===== src/rtl/dcms_pkg.sv =====
// dcms_pkg: shared widths, op codes, register map and types for the
// depth composite mismatch scorer. No dependencies.
package dcms_pkg;

   localparam int OP_W       = 2;
   localparam int ROW_W      = 9;
   localparam int COL_W      = 10;
   localparam int DEPTH_W    = 16;
   localparam int COUNT_W    = 19;
   localparam int THR_W      = 16;
   localparam int CSR_DATA_W = 32;
   localparam int CSR_ADDR_W = 3;
   localparam int CSR_IDX_W  = CSR_ADDR_W - 2;

   localparam logic [THR_W-1:0]   THR_RESET = 16'd100;
   localparam logic [COUNT_W-1:0] COUNT_MAX = '1;

   // register word index (byte address / 4)
   localparam logic [CSR_IDX_W-1:0] REG_THRESHOLD = 1'b0;

   typedef enum logic [OP_W-1:0] {
      OP_LOAD    = 2'd0,
      OP_MERGE   = 2'd1,
      OP_COMPARE = 2'd2
   } op_type;

   // per-item update handed from the pixel pipeline to the score counter
   typedef struct packed {
      logic valid;   // compare item in the last stage
      logic hit;     // pixel counts as a mismatch
      logic last;    // frame_end: emit and clear
   } score_upd_type;

endpackage


===== src/rtl/dcms_if.sv =====


interface dcms_rsp_if;
   logic                         valid;
   logic                         ready;
   logic [dcms_pkg::COUNT_W-1:0] mismatch_count;

   modport source (output valid, mismatch_count, input ready);
   modport sink   (input valid, mismatch_count, output ready);
endinterface


===== src/rtl/dcms_score.sv =====
// dcms_score: saturating mismatch counter and result register.
// Depends on dcms_pkg and dcms_rsp_if.
module dcms_score (
   input  logic                    clock,
   input  logic                    reset,
   input  dcms_pkg::score_upd_type upd,
   output logic                    blocked,
   dcms_rsp_if.source              rsp_chan
);

   logic [dcms_pkg::COUNT_W-1:0] acc_ff, acc_in, acc_sum;
   logic [dcms_pkg::COUNT_W-1:0] count_ff, count_in;
   logic                         rsp_valid_ff, rsp_valid_in;

   // a frame-ending item cannot land while the previous score is unclaimed
   assign blocked = upd.valid && upd.last && rsp_valid_ff && !rsp_chan.ready;

   assign acc_sum = (upd.hit && acc_ff != dcms_pkg::COUNT_MAX) ?
                    acc_ff + dcms_pkg::COUNT_W'(1) : acc_ff;

   always_comb begin
      acc_in       = acc_ff;
      count_in     = count_ff;
      rsp_valid_in = rsp_valid_ff && !rsp_chan.ready;
      if (upd.valid && !blocked) begin
         acc_in = acc_sum;
         if (upd.last) begin
            acc_in       = '0;
            count_in     = acc_sum;
            rsp_valid_in = 1'b1;
         end
      end
   end

   always_ff @(posedge clock) begin
      if (reset) begin
         acc_ff       <= '0;
         rsp_valid_ff <= 1'b0;
      end else begin
         acc_ff       <= acc_in;
         rsp_valid_ff <= rsp_valid_in;
      end
   end

   always_ff @(posedge clock) begin
      count_ff <= count_in;
   end

   assign rsp_chan.valid          = rsp_valid_ff;
   assign rsp_chan.mismatch_count = count_ff;

endmodule


===== src/flat_wrapper.sv =====
// flat-port wrapper written by rule: the top's interface ports become plain ports
module dcms_score_flat 
  (clock, reset, upd, blocked, rsp_chan_valid, rsp_chan_mismatch_count, rsp_chan_ready);
  dcms_rsp_if rsp_chan_i ();
  input  logic clock;
  input  logic reset;
  input  dcms_pkg::score_upd_type upd;
  output logic blocked;
  output wire logic [$bits(rsp_chan_i.valid)-1:0] rsp_chan_valid;
  output wire logic [$bits(rsp_chan_i.mismatch_count)-1:0] rsp_chan_mismatch_count;
  input wire logic [$bits(rsp_chan_i.ready)-1:0] rsp_chan_ready;
  assign rsp_chan_valid = rsp_chan_i.valid;
  assign rsp_chan_mismatch_count = rsp_chan_i.mismatch_count;
  assign rsp_chan_i.ready = rsp_chan_ready;
  dcms_score u_core (.clock(clock), .reset(reset), .upd(upd), .blocked(blocked), .rsp_chan(rsp_chan_i));
endmodule

===== config.mk =====
export PLATFORM = sky130hd
export DESIGN_NAME = dcms_score_flat
export DESIGN_NICKNAME = d
export VERILOG_FILES = /design/src/rtl/dcms_pkg.sv /design/src/rtl/dcms_if.sv /design/src/rtl/dcms_score.sv /design/src/flat_wrapper.sv
export SDC_FILE = /design/constraint.sdc
export NUM_CORES = 1
export LEC_CHECK = 0
export ABC_CLOCK_PERIOD_IN_PS = 5000
export BUFFER_PORTS_ARGS = -buffer_cell sky130_fd_sc_hd__buf_4
export CAP_MARGIN = 20
export CORE_AREA = 2 2 79 59
export DETAILED_ROUTE_END_ITERATION = 6
export DIE_AREA = 0 0 81 61
export PLACE_DENSITY = 0.79
export SYNTH_ARGS = -nofsm -noshare
export SYNTH_HDL_FRONTEND = slang
export SYNTH_SLANG_ARGS = --single-unit

===== constraint.sdc =====
create_clock -name clock -period 5 [get_ports clock]
set_clock_uncertainty 0.05 [all_clocks]
set_input_delay 1 -clock clock [delete_from_list [all_inputs] [get_ports clock]]
set_output_delay 1 -clock clock [all_outputs]
set_load 0.01 [all_outputs]

==> impl_summary.log <==
INFO  metric run_status = finished, final reports clean
INFO  metric crit_buf_inv = 2
INFO  metric pwr-share-clk = 0.398
INFO  metric wirelength = 4480 um
INFO  metric cts_root_buffer = sky130_fd_sc_hd__clkbuf_8
INFO  metric critPathLaunchType = primary input
INFO  metric period_share = 0.516
INFO  metric start_util = 0.504
INFO  metric synth_fa_ha_area_frac = 0.00598
INFO  metric flow.area_growth_from_synthesis = 16.0%
INFO  metric tritoncts = built
INFO  metric grt_use_total = 0.201
INFO  metric worstPathArrival = 1.53 ns
INFO  metric synth_unique_cells = 55
INFO  metric grt_pass1_wl = roughly 7400 um
INFO  metric route.detailed.vias_per_inst = between 5 and 6
INFO  metric number_of_sinks_driven_by_the_clock_tree = 39
INFO  metric synth_seq_cells = 39
INFO  metric post-layout-total-power = 0.645 mW
INFO  metric power.share.sequential = 0.537
INFO  metric design_area = 2430 um2
INFO  metric route.vias.total = around 1.8k
INFO  metric syn-num-nets = around 230
INFO  metric grt_overflow_total = 0
INFO  metric post_synth_inst_count = between 200 and 250
INFO  metric place_ws = approximately 2.4 ns
INFO  metric main_combinational_cell_family_by_area_after_synthesis = simple AND/OR/NAND/NOR gates
INFO  metric max_cap_violations = 0
INFO  metric postSynthAreaPerCell = around 9.4 um2
INFO  metric cts_setup_buffers = 0
INFO  metric fmax = between 300 and 400 MHz
INFO  metric p_int = between 0.5 and 0.6 mW
INFO  metric grt_antenna_before_repair = 0
INFO  metric cts_max_path_buffers = 2
INFO  metric detail_route.wl_per_cell = 14.9 um
INFO  metric path_delay_family = simple AND/OR/NAND/NOR gates
INFO  metric max_stage_delay = between 0.15 and 0.2 ns
INFO  metric powerDensity = 266 nW/um2
INFO  metric die_h = between 60 and 70 um
INFO  metric via_count_of_the_first_global_routing_pass = about 1.5k
INFO  metric synthesis.area = approximately 2100 um2
INFO  metric fraction_of_power_spent_switching_nets = 0.214
INFO  metric post-route-worst-setup-slack = between 2 and 2.5 ns
INFO  metric dpl.hpwl = about 3200 um
INFO  metric share_of_post_route_cells_with_drive_strength_above_1 = 0.204
INFO  metric final_antenna_net_count = 0
INFO  metric setup_tns = 0 ns
INFO  metric ys.flop_type = sky130_fd_sc_hd__dfxtp_1
INFO  metric placement.io_buffers = 26
INFO  metric synth_warnings = 0
INFO  metric hp-class = register to register
INFO  metric sw_power = around 0.14 mW
INFO  metric cells_along_the_critical_path = buf_4 > nand2b_1 > nor2_1 > buf_4
INFO  metric async_flop_share = 0
INFO  metric power.ir.vdd_worst = approximately 0.19 mV
INFO  metric worstSetupPathType = primary input to output port
INFO  metric fin_crit = 2.58 ns
INFO  metric design.core.area = between 4000 and 5000 um2
INFO  metric p_leak = ~0.9 nW
INFO  metric worst_hold_slack_after_final_layout = roughly 0.48 ns
INFO  metric hold_buffers = 0
INFO  metric unrepaired_setup_endpoints_after_global_routing = no
INFO  metric place.gp.congestion = 0.880
INFO  metric critical_path_end_type = output port
INFO  metric synth_edf_count = 19
INFO  metric synth_xor_xnor_area_share = 0.0628
INFO  metric fin_nets = roughly 250
INFO  metric tightestPinTransition = about 0.94 ns
INFO  metric placed_instance_count = about 290
INFO  metric insertion_delay = 0.30 ns
INFO  metric stdcell_count = 300
INFO  metric n_fill_cell = ~380
INFO  metric combinational_share_of_power = 0.065
INFO  metric first_pass_iters = 4
INFO  metric post_dp_cell_area = ~2300 um2
INFO  metric initialDrtViolationCount = 144
INFO  metric clk_pin_slew = approximately 0.07 ns
INFO  metric timing_max_transition_violations_final = 0
INFO  metric dominant_cell_type_by_count_on_the_critical_path = sky130_fd_sc_hd__buf_4
INFO  metric design.die.area = between 4000 and 5000 um2
INFO  metric synth.area.mux_share = 0.00538
INFO  metric placement_rows = 20
INFO  metric worst-path-max-fanout = 4
INFO  metric hold_violations = 0
INFO  metric final_core_util = 0.584
INFO  metric pin_count_of_the_biggest_net_entering_global_routing = 16
INFO  metric n_antenna_cell = 0
INFO  metric critPathSlowestCell = sky130_fd_sc_hd__nand2b_1
INFO  metric synth_compound_gate_area_share = 0.160
INFO  metric design.portCount = 27
INFO  metric die_w = between 80 and 90 um
INFO  metric post_cts_resize_count = 0
INFO  metric clock_tree.htree_level_count = 2
INFO  metric synth-seq-area-share = 0.464
INFO  metric synth_simple_gate_area_frac = 0.264
INFO  metric drc = 0
INFO  metric cts_buf_count = 5
INFO  metric relSlewSlack = 0.371
INFO  metric report.final.setup_viol = 0
INFO  metric required = between 3 and 4 ns
[per-layer routing]
metal | routed length, um | vias to the layer above | GRT usage | part of all wire
li1 | - | 873 | - | -
met1 | 2210 | 828 | 0.296 | 0.49
met2 | 1920 | 64 | 0.287 | 0.43
met3 | 276 | 7 | 0.0417 | 0.062
met4 | 68 | 0 | 0.0872 | 0.015
met5 | 0 | - | 0 | 0
[worst register-to-register path: cells and delay by family (launching register included)]
family                     cells  cell delay, ns
adders and majority gates      1            0.28
and+or+nand+nor                3            0.92
DFF                            1            0.45
xor gates and xnor gates       1            0.18
[cells by family (layout without fill, tap and decap cells)]
| logic type | after synthesis | count (layout) |
|---|---|---|
| flops | 39 | 39 |
| simple gates | 97 | 97 |
| xor+xnor | 15 | 15 |
| buf+inv | 19 | 42 |
| compound gates | 50 | 50 |
| fa+ha+maj | 1 | 1 |
| mux | 1 | 1 |
[cell type report]
cell class	instances	area, um2	area share
clock inverters	3	38.8	0.0160
inverters	6	22.5	0.00928
flip-flops and latches	39	971	0.400
well taps	55	68.8	0.0284
multi-input cells	164	1050	0.431
clock buffers	5	68.8	0.0284
repair buffers	28	210	0.0866
[sequential cells by signal, indices dropped and copies added, names as in the netlist]
| signal | cells |
|---|---|
| u_core.acc_ff | 19 |
| u_core.rsp_chan.mismatch_count | 19 |
| u_core.rsp_chan.valid | 1 |
[cell usage in the layout (no fill, tap or decap), types with 3 or more instances in the layout]
cell / netlist / layout
sky130_fd_sc_hd__a21oi_1: 12 / 12
sky130_fd_sc_hd__a31oi_1: 4 / 4
sky130_fd_sc_hd__buf_4: 0 / 28
sky130_fd_sc_hd__clkbuf_8: 0 / 5
sky130_fd_sc_hd__dfxtp_1: 20 / 20
sky130_fd_sc_hd__edfxtp_1: 19 / 19
sky130_fd_sc_hd__inv_1: 6 / 6
sky130_fd_sc_hd__nand2_1: 20 / 20
sky130_fd_sc_hd__nand3_1: 7 / 7
sky130_fd_sc_hd__nand4_1: 6 / 6
sky130_fd_sc_hd__nor2_1: 22 / 22
sky130_fd_sc_hd__nor3_1: 11 / 11
sky130_fd_sc_hd__nor4_1: 3 / 3
sky130_fd_sc_hd__o21ai_0: 10 / 10
sky130_fd_sc_hd__o22ai_1: 3 / 3
sky130_fd_sc_hd__or3_4: 3 / 3
sky130_fd_sc_hd__xnor2_1: 3 / 3
sky130_fd_sc_hd__xor2_1: 12 / 12
[power by group through the flow]
stage | Combinational [mW] | Sequential, mW | Clock, mW
floorplan | 0.0161 | 0.357 | 0
global placement | 0.0412 | 0.353 | 0
detailed placement | 0.0420 | 0.354 | 0
CTS | 0.0420 | 0.346 | 0.263
global route | 0.0459 | 0.347 | 0.275
finish | 0.0419 | 0.347 | 0.257
[path summary, 6_finish.rpt]
check                                                         end         startpoint  cells past startpoint  slack (ns)
worst min-delay path                            u_core.acc_ff[15]  u_core.acc_ff[15]                      1        0.48
worst max register to register  u_core.rsp_chan.mismatch_count[9]   u_core.acc_ff[0]                      5        2.86
worst max-delay path                                      blocked     rsp_chan_ready                      4        2.42
worst min register to register                  u_core.acc_ff[15]  u_core.acc_ff[15]                      1        0.48
[Yosys cell counts, types with 3 or more instances]
| cell | n | share of area |
|---|---|---|
| sky130_fd_sc_hd__o22ai_1 | 3 | 0.0090 |
| sky130_fd_sc_hd__o21ai_0 | 10 | 0.024 |
| sky130_fd_sc_hd__xor2_1 | 12 | 0.050 |
| sky130_fd_sc_hd__dfxtp_1 | 20 | 0.19 |
| sky130_fd_sc_hd__a21oi_1 | 12 | 0.029 |
| sky130_fd_sc_hd__or3_4 | 3 | 0.016 |
| sky130_fd_sc_hd__nor4_1 | 3 | 0.0090 |
| sky130_fd_sc_hd__a31oi_1 | 4 | 0.012 |
| sky130_fd_sc_hd__buf_2 | 7 | 0.017 |
| sky130_fd_sc_hd__nand2_1 | 20 | 0.036 |
| sky130_fd_sc_hd__edfxtp_1 | 19 | 0.27 |
| sky130_fd_sc_hd__clkbuf_1 | 6 | 0.011 |
| sky130_fd_sc_hd__inv_1 | 6 | 0.011 |
| sky130_fd_sc_hd__nand4_1 | 6 | 0.018 |
| sky130_fd_sc_hd__xnor2_1 | 3 | 0.013 |
| sky130_fd_sc_hd__nor2_1 | 22 | 0.039 |
| sky130_fd_sc_hd__nand3_1 | 7 | 0.017 |
| sky130_fd_sc_hd__nor3_1 | 11 | 0.026 |
Power figures use the tool's default switching activity.
