### src/rtl/dcms_pkg.sv
// dcms_pkg: shared widths, op codes, register map and types for the
// depth composite mismatch scorer. No dependencies.
package dcms_pkg;

   localparam int OP_W       = 2;
   localparam int ROW_W      = 9;
   localparam int COL_W      = 10;
   localparam int DEPTH_W    = 16;
   localparam int COUNT_W    = 19;
   localparam int THR_W      = 16;
   localparam int CSR_DATA_W = 32;
   localparam int CSR_ADDR_W = 3;
   localparam int CSR_IDX_W  = CSR_ADDR_W - 2;

   localparam logic [THR_W-1:0]   THR_RESET = 16'd100;
   localparam logic [COUNT_W-1:0] COUNT_MAX = '1;

   // register word index (byte address / 4)
   localparam logic [CSR_IDX_W-1:0] REG_THRESHOLD = 1'b0;

   typedef enum logic [OP_W-1:0] {
      OP_LOAD    = 2'd0,
      OP_MERGE   = 2'd1,
      OP_COMPARE = 2'd2
   } op_type;

   // per-item update handed from the pixel pipeline to the score counter
   typedef struct packed {
      logic valid;   // compare item in the last stage
      logic hit;     // pixel counts as a mismatch
      logic last;    // frame_end: emit and clear
   } score_upd_type;

endpackage

### src/rtl/dcms_csr.sv
// dcms_csr: APB-style register file holding the mismatch threshold.
// Depends on dcms_pkg.
module dcms_csr (
   input  logic                            clock,
   input  logic                            reset,
   input  logic                            psel,
   input  logic                            penable,
   input  logic                            pwrite,
   input  logic [dcms_pkg::CSR_ADDR_W-1:0] paddr,
   input  logic [dcms_pkg::CSR_DATA_W-1:0] pwdata,
   output logic [dcms_pkg::CSR_DATA_W-1:0] prdata,
   output logic                            pready,
   output logic [dcms_pkg::THR_W-1:0]      threshold
);

   logic [dcms_pkg::CSR_IDX_W-1:0] word_idx;
   logic [dcms_pkg::THR_W-1:0]     thr_ff, thr_in;

   assign word_idx = paddr[dcms_pkg::CSR_ADDR_W-1:2];
   assign pready   = 1'b1;

   always_comb begin
      thr_in = thr_ff;
      if (psel && penable && pwrite && word_idx == dcms_pkg::REG_THRESHOLD) begin
         thr_in = pwdata[dcms_pkg::THR_W-1:0];
      end
   end

   always_ff @(posedge clock) begin
      if (reset) begin
         thr_ff <= dcms_pkg::THR_RESET;
      end else begin
         thr_ff <= thr_in;
      end
   end

   assign prdata    = (word_idx == dcms_pkg::REG_THRESHOLD) ?
                      dcms_pkg::CSR_DATA_W'(thr_ff) : '0;
   assign threshold = thr_ff;

endmodule

### config.mk
export PLATFORM = sky130hd
export DESIGN_NAME = dcms_csr
export DESIGN_NICKNAME = d
export VERILOG_FILES = /design/src/rtl/dcms_pkg.sv /design/src/rtl/dcms_csr.sv
export SDC_FILE = /design/constraint.sdc
export NUM_CORES = 1
export LEC_CHECK = 0
export BUFFER_PORTS_ARGS = -buffer_cell sky130_fd_sc_hd__buf_4
export CAP_MARGIN = 10
export CORE_UTILIZATION = 35
export DETAILED_ROUTE_END_ITERATION = 16
export HOLD_SLACK_MARGIN = 0.05
export PLACE_DENSITY = 0.74
export SLEW_MARGIN = 30
export SYNTH_ARGS = -nofsm -noshare
export SYNTH_HDL_FRONTEND = slang
export SYNTH_SLANG_ARGS = --single-unit
export TNS_END_PERCENT = 30
### constraint.sdc
create_clock -name clock -period 1.45 [get_ports clock]
set_clock_uncertainty 0.05 [all_clocks]
set_input_delay 0.145 -clock clock [delete_from_list [all_inputs] [get_ports clock]]
set_output_delay 0.145 -clock clock [all_outputs]
set_load 0.02 [all_outputs]
==> flow_summary.toml, run 1 <==
[cts]
cts_tree = "yes"
cts_resized = 0
insertion_delay_ns = 0.28
clk_path_buf_depth = 2
cts_buffers = 3
clock-sinks = 16
post_cts_buffers = 0
cts_root_buf = "clkbuf_4"
clk_pin_slew_worst_paths_ns = 0.09
cts_htree_levels = 1
cts_hold_buf = 0

[setup_path]
critPathLaunchType = "register"
arrival_ns = 0.97
crit_fanout = 3
path_cells = "and2b_2 -> buf_4"
slowest_delay_ns = 0.34
crit_type = "register to output pin"
cp-end-kind = "output pin"
cp_slowest_cell = "dfxtp_1"
required_ns = 1.25
cpLargestDelayFamily = "flip-flops"
path_buf_inv = 1

[die]
die_w_um = 54.7
dieArea_um2 = 2990
core.rowCount = 18
pin_count = 89
core_area_um2 = 2540
die_h_um = 54.7
initial_core_util = 0.382

[detailed_routing]
postRouteAntennaNets = 0
drt_iter0_drc = 4
drcViolationCount = 0
vias_per_cell = 4.22
avgRoutedWirePerCell_um = 10.2
drt_pass1_iterations = 4
vias = 785
wl_um = 1900

[power]
p_int_uw = 694
leakage_nw = 0.638
power_uw = 946
combPwrFrac = 0.213
ir_drop_mv = 0.627
p_clk_frac = 0.305
power_frac_seq = 0.482
sw_frac_of_total = 0.266
power_switching_uw = 252
power_density_nw_per_um2 = 703

[cells_and_area]
multi_input_area_um2 = 534
nets = 197
final_cell_mix = "53 x buf_4, 26 x nand2b_1, 17 x conb_1"
final_layout_size_suffix_gt1_frac = 0.410
diodes = 0
utilization = 0.529
stdcell_area_um2 = 1350
regArea_um2 = 320
nFillCells = 249
syn_to_final_growth_pct = 38.5
final_common_cell = "buf_4"
largest_reg_flops = 16

[grt]
grt_pass1_wl_um = 3020
grt_antenna_before_repair = 0
overflow = 0
grt_pass1_vias = 723
grt_usage = 0.141
grt_max_degree = 33

[job]
cap_violations = 0

[min_path]
min-delay-path-class = "input pin to register"

[synthesis]
synth_seq_cells = 16
yosys.cell_types.count = 12
yosys_warnings = 0
syn_area_um2 = 972
ys_seq_area_frac = 0.329
avgSynthCellArea_um2 = 9.17
synthCells = 106

[placement]
gp_congestion = 0.638
pre_cts_slack_ns = 0.288
placed_area_um2 = 1310
port_buffers = 53

[sta]
setup_ws_ns = 0.282
period_share = 0.805
finalCriticalPeriod_ns = 1.17
rsz0062_at_grt = "no"
tns_ns = 0
finalHoldViolCount = 0
slew_violations = 0
fmax_mhz = 856
setup_viol = 0

[run_status]
outcome = "finished, final reports clean"
-- cell families (layout without fill, tap and decap cells) --
group | Yosys count | after routing | synth area share
AND/OR/NAND/NOR | 49 | 49 | 0.319
buffers and inverters | 23 | 58 | 0.179
flip-flops | 16 | 16 | 0.329
multiplexers | 16 | 16 | 0.165
other | 2 | 17 | 0.00772
-- synth_stat cells (all sizes together) --
library cell,number,area share
nor2,6,0.023
clkbuf,4,0.015
dfxtp,16,0.33
nand2b,26,0.17
and2b,6,0.054
nor2b,10,0.064
and4b,1,0.010
mux2i,16,0.16
buf,19,0.16
conb,2,0.0077
-- layout make-up --
type                    count  area share
clock buffers               4      0.0270
multi-input cells          82       0.397
flip-flops and latches     16       0.238
well taps                  30      0.0279
repair buffers             54       0.310
-- power by group through the flow --
stage / clock, mW / sequential (mW) / combinational, mW
2_1_floorplan: 0 / 0.477 / 0.146
3_3_place_gp: 0 / 0.465 / 0.199
3_5_place_dp: 0 / 0.466 / 0.203
4_1_cts: 0.303 / 0.456 / 0.203
5_1_grt: 0.327 / 0.458 / 0.220
6_report: 0.289 / 0.456 / 0.201
-- tightest hold or removal path, stage by stage --
cell	delay (ns)
buf_4	0.08
nor2_1	0.03
mux2i_1	0.11
-- metrics by stage --
stage                     hold WS [ns]  instances
after CTS                       0.0604        186
final                           0.0681        186
after floorplan                  0.250        121
after global routing            0.0519        186
after global placement           0.354        182
after detailed placement         0.363        182
-- layer usage --
layer | vias up | wire length [um] | track usage
li1 | 396 | - | -
met1 | 349 | 754 | 0.134
met2 | 40 | 1010 | 0.289
met3 | 0 | 140 | 0.0583
met4 | 0 | 0 | 0
met5 | - | 0 | 0
-- path summary, 6_finish.rpt --
check	from	endpoint	slack (ns)	cells past startpoint
max	threshold[1]$_SDFFE_PP0P_	prdata[1]	0.28	2
min	pwdata[2]	threshold[2]$_SDFFE_PP1P_	0.07	3
max reg2reg	threshold[1]$_SDFFE_PP0P_	threshold[1]$_SDFFE_PP0P_	0.78	2
min reg2reg	threshold[9]$_SDFFE_PP0P_	threshold[9]$_SDFFE_PP0P_	0.43	2
(Power assumes the default switching activity.)
==> run 2, diff against run 1 <==
Clock period 1.45 ns to 1.1 ns, I/O delays scaled along.
==> flow_summary.toml, run 2 (synthesis results as in run 1) <==
[power]
power_density_nw_per_um2 = 756
leakage_nw = 0.764
ir_drop_mv = 0.731
power_mw = 1.23

[detailed_routing]
drt_pass1_iterations = 4
vias = 902
wl_met3_um = 149
drcViolationCount = 0
drt_iter0_drc = 8
avgRoutedWirePerCell_um = 11.3
dr.max_layer_used = "met4"
met2WireLength_um = 1310
postRouteAntennaNets = 0
wl_um = 2360
wirelength_met1_um = 881
vias_per_cell = 4.32

[cells_and_area]
final_layout_size_suffix_gt1_frac = 0.514
final_common_cell = "buf_4"
stdcell_area_um2 = 1630
diodes = 0
syn_to_final_growth_pct = 67.4
utilization = 0.640
final_cells = 209
nFillCells = 217
largest_reg_flops = 16
nets = 221
final_cell_mix = "52 x buf_4, 26 x nand2b_1, 17 x conb_1"

[setup_path]
path_buf_inv = 1
crit_fanout = 2
crit_type = "register to output pin"
cpLargestDelayFamily = "flip-flops"
crit_cells = 2
path_cells = "and2b_2 -> buf_6"
slowest_delay_ns = 0.33
required_ns = 0.94
arrival_ns = 0.94
cp-end-kind = "output pin"
r2r_cells = 3
critPathLaunchType = "register"
cp_slowest_cell = "dfxtp_2"

[min_path]
min-delay-path-class = "input pin to register"
hold_depth = 3

[grt]
grt_pass1_vias = 866
grt_max_degree = 33
grt_antenna_before_repair = 0
grt_usage = 0.167
overflow = 0
grt_pass1_wl_um = 3550

[sta]
period_share = 0.999
slew_violations = 0
fmax_mhz = 910
rsz0062_at_grt = "yes"
finalCriticalPeriod_ns = 1.10
finalHoldViolCount = 0
setup_viol = 0
setup_ws_ns = 0.00150

[placement]
placed_area_um2 = 1320
port_buffers = 53
gp_congestion = 0.638
dp.cells = 183
dp_hpwl_um = 1430
pre_cts_slack_ns = 0.0674

[cts]
clk_path_buf_depth = 2
insertion_delay_ns = 0.28
clk_pin_slew_worst_paths_ns = 0.08
clock-sinks = 16
cts_htree_levels = 1
cts_tree = "yes"
cts_buffers = 3
cts_root_buf = "clkbuf_4"

[job]
cap_violations = 0

[die]
die_h_um = 54.7
initial_core_util = 0.382
core_area_um2 = 2540
dieArea_um2 = 2990
die_w_um = 54.7
pin_count = 89
core.rowCount = 18

[run_status]
outcome = "finished, final reports clean"
[run 2: cell types whose count changed in the layout (fill, tap and decap cells not counted), sizes merged]
cell         before  now
buf              54   63
clkbuf            4    3
dlygate4sd3       0   15
[run 2: cell type report]
| class | count | area (um^2) | area share |
|---|---|---|---|
| multi-input cells | 82 | 554 | 0.341 |
| clock buffers | 3 | 22.5 | 0.0138 |
| flip-flops and latches | 16 | 340 | 0.209 |
| repair buffers | 78 | 673 | 0.414 |
| well taps | 30 | 37.5 | 0.0231 |
[run 2: worst paths after layout]
path | endpoint | slack [ns] | from
worst min-delay path | threshold[5]$_SDFFE_PP1P_ | 0.06 | pwdata[5]
worst min register to register | threshold[0]$_SDFFE_PP0P_ | 0.43 | threshold[0]$_SDFFE_PP0P_
worst max-delay path | prdata[15] | 0.001 | threshold[15]$_SDFFE_PP0P_
worst max register to register | threshold[2]$_SDFFE_PP1P_ | 0.34 | threshold[2]$_SDFFE_PP1P_
[run 2: routing by layer]
layer | vias to the layer above | track usage
met2 | 42 | 0.353
met3 | 2 | 0.0611
met5 | - | 0
li1 | 444 | -
met1 | 414 | 0.144
met4 | 0 | 0.0299
[run 2: what timing repair did]
item                                    4_1_cts  5_1_grt
endpoints found under the hold margin        15        0
setup buffers                                 4        4
pin swaps                                     0        0
hold buffers                                 15        0
resized for setup                            14       18
endpoints found under the setup margin        7       16
[run 2: through the flow]
stage,TNS (ns),hold WS (ns)
floorplan,0,0.215
global placement,0,0.318
detailed placement,0,0.331
CTS,0,0.0597
global route,-0.191,0.0875
finish,0,0.0585
[run 2: power breakdown]
group	internal, mW	switching, mW	leakage, nW
Clock	0.127	0.165	0.0138
Sequential	0.594	0.00804	0.135
Combinational	0.174	0.163	0.616
Total	0.894	0.337	0.764
[run 2: tightest hold or removal path: cells and delay by family]
kind | cells | cell delay, ns
mux | 1 | 0.13
buf+inv | 1 | 0.08
simple gates | 1 | 0.03
==> run 3, diff against run 2 <==
Settings changed: ABC_AREA set to 1, CTS_CLUSTER_DIAMETER set to 80, PLACE_DENSITY 0.74 to 0.73, REMOVE_ABC_BUFFERS set to 1.
==> flow_summary.toml, run 3 <==
[placement]
dp.cells = 234
port_buffers = 53
dp_hpwl_um = 1480
gp_congestion = 0.663
placed_area_um2 = 1360

[cells_and_area]
final_layout_size_suffix_gt1_frac = 0.467
largest_reg_flops = 16
diodes = 0
final_cell_mix = "55 x buf_4, 30 x inv_1, 26 x nor2_1"
nFillCells = 277
syn_to_final_growth_pct = 41.3
stdcell_area_um2 = 1450
final_common_cell = "buf_4"
final_cells = 241
nets = 252

[sta]
finalCriticalPeriod_ns = 1.06
slew_violations = 0
setup_viol = 0
period_share = 0.968
fmax_mhz = 939
rsz0062_at_grt = "yes"
finalHoldViolCount = 0
fin_hold_ws_ns = 0.0909
tns_ns = 0

[cts]
clk_path_buf_depth = 2
cts_tree = "yes"
cts_root_buf = "clkbuf_4"
clock-sinks = 16
insertion_delay_ns = 0.27
clk_pin_slew_worst_paths_ns = 0.09
cts_buffers = 3
cts_htree_levels = 1

[synthesis]
synthArstFlopShare = 0
synth_seq_cells = 16
synth-edff-count = 0
avgSynthCellArea_um2 = 6.56
yosys.area.top_type = "dfxtp_1"
ys.flop_type = "dfxtp_1"
syn_area_um2 = 1020
yosysMostFrequentCell = "inv_1"
yosys.cell_types.count = 17
ys_seq_area_frac = 0.313
synth_top_area_frac = 0.313
synthCells = 156
yosys_warnings = 0
yosys-top-cells-area = "dfxtp_1 31%, buf_4 13%, inv_1 12%"
synthTopCellsByCount = "32 x inv_1, 28 x nor2_1, 20 x nand2_1, 18 x buf_4"

[setup_path]
crit_end = "prdata[8]"
crit_fanout = 3
crit_start = "threshold[8]$_SDFFE_PP0P_"
arrival_ns = 0.90
r2r_setup_slack_ns = 0.36
r2r_cells = 3
r2r_start = "threshold[13]$_SDFFE_PP0P_"
cp-end-kind = "output pin"
slowest_delay_ns = 0.36
critPathLaunchType = "register"
path_cells = "inv_1 -> nor2_1 -> buf_4"
crit_type = "register to output pin"
required_ns = 0.94
reg2reg_to = "threshold[13]$_SDFFE_PP0P_"
cp_slowest_cell = "dfxtp_2"

[power]
leakage_nw = 0.811
power_density_nw_per_um2 = 879
ir_drop_mv = 0.505
power_mw = 1.27

[grt]
grt_antenna_before_repair = 0
grt_pass1_vias = 759
met3_usage = 0.0233
grt_max_degree = 17
busiest_layer = "met2"
use_met1 = 0.164
grtUsageMet2 = 0.238
grt_usage = 0.136
overflow = 0
grt_pass1_wl_um = 3330

[detailed_routing]
drt_pass1_iterations = 2
drt_iter0_drc = 14
vias_per_cell = 3.92
drcViolationCount = 0
wl_um = 2010
vias = 944
avgRoutedWirePerCell_um = 8.33
postRouteAntennaNets = 0

[die]
core_area_um2 = 2760
initial_core_util = 0.371
die_w_um = 56.1
pin_count = 89
dieArea_um2 = 3140
die_h_um = 56.1
core.rowCount = 19

[min_path]
min-delay-path-class = "input pin to register"

[job]
cap_violations = 0

[run_status]
outcome = "finished, final reports clean"
==> run 3: cell types whose count changed after synthesis, sizes merged <==
cell,delta
clkinv,+1
buf,+2
and4b,-1
and2b,-6
nand3,+16
nor2,+38
inv,+32
nand2,+22
mux2i,-16
nand2b,-26
nor2b,-10
clkbuf,-2
==> run 3: final cells by class <==
class                   instances  area (um^2)  share of cell area
clock buffers                   3         22.5              0.0156
inverters                      33          125              0.0865
multi-input cells              99          465               0.322
flip-flops and latches         16          340               0.235
well taps                      31         38.8              0.0268
repair buffers                 59          454               0.314
==> run 3: worst max-delay path, delay by kind of cell (launching register included) <==
| family | cells | cell delay (ns) |
|---|---|---|
| flip-flops | 1 | 0.36 |
| buffers and inverters | 2 | 0.19 |
| AND/OR/NAND/NOR | 1 | 0.09 |
==> run 3: what timing repair did <==
action	4_1_cts	5_1_grt
resized for setup	5	16
endpoints found under the hold margin	3	0
hold buffers	3	0
pin swaps	0	1
setup endpoints to repair	5	16
buffers inserted	0	1
==> run 3: through the flow <==
step	worst slack, ns	util
after floorplan	0.142	-
after global placement	-0.000442	0.492
after detailed placement	-0.00667	0.492
after CTS	0.00495	0.514
after global routing	-0.0315	0.525
final	0.0354	0.525
==> run 3: metal layers <==
| layer | vias up | share of wire |
|---|---|---|
| met4 | 0 | 0.0045 |
| li1 | 518 | - |
| met1 | 383 | 0.44 |
| met5 | - | 0 |
| met3 | 2 | 0.061 |
| met2 | 41 | 0.50 |
==> run 3: cell families after synthesis <==
family	count (synthesis)	share of synthesized area
and+or+nand+nor	82	0.388
other	2	0.00734
DFF	16	0.313
buffers and inverters	56	0.292
==> run 3: how the worst min path moves through the flow <==
stage / to / cells past startpoint / slack, ns / start
floorplan: threshold[2]$_SDFFE_PP1P_ / 2 / 0.19 / pwdata[2]
finish: threshold[3]$_SDFFE_PP0P_ / 5 / 0.09 / pwdata[3]
global route: threshold[9]$_SDFFE_PP0P_ / 5 / 0.1 / pwdata[9]
CTS: threshold[13]$_SDFFE_PP0P_ / 5 / 0.08 / pwdata[13]
global placement: threshold[6]$_SDFFE_PP1P_ / 3 / 0.27 / pwdata[6]
detailed placement: threshold[5]$_SDFFE_PP1P_ / 3 / 0.27 / pwdata[5]
==> run 3: power by group <==
group / switching [mW] / internal [mW] / leakage, nW / total [mW]
clock: 0.165 / 0.127 / 0.0138 / 0.291
combinational: 0.213 / 0.147 / 0.663 / 0.360
sequential: 0.0163 / 0.603 / 0.135 / 0.620
total: 0.394 / 0.877 / 0.811 / 1.27
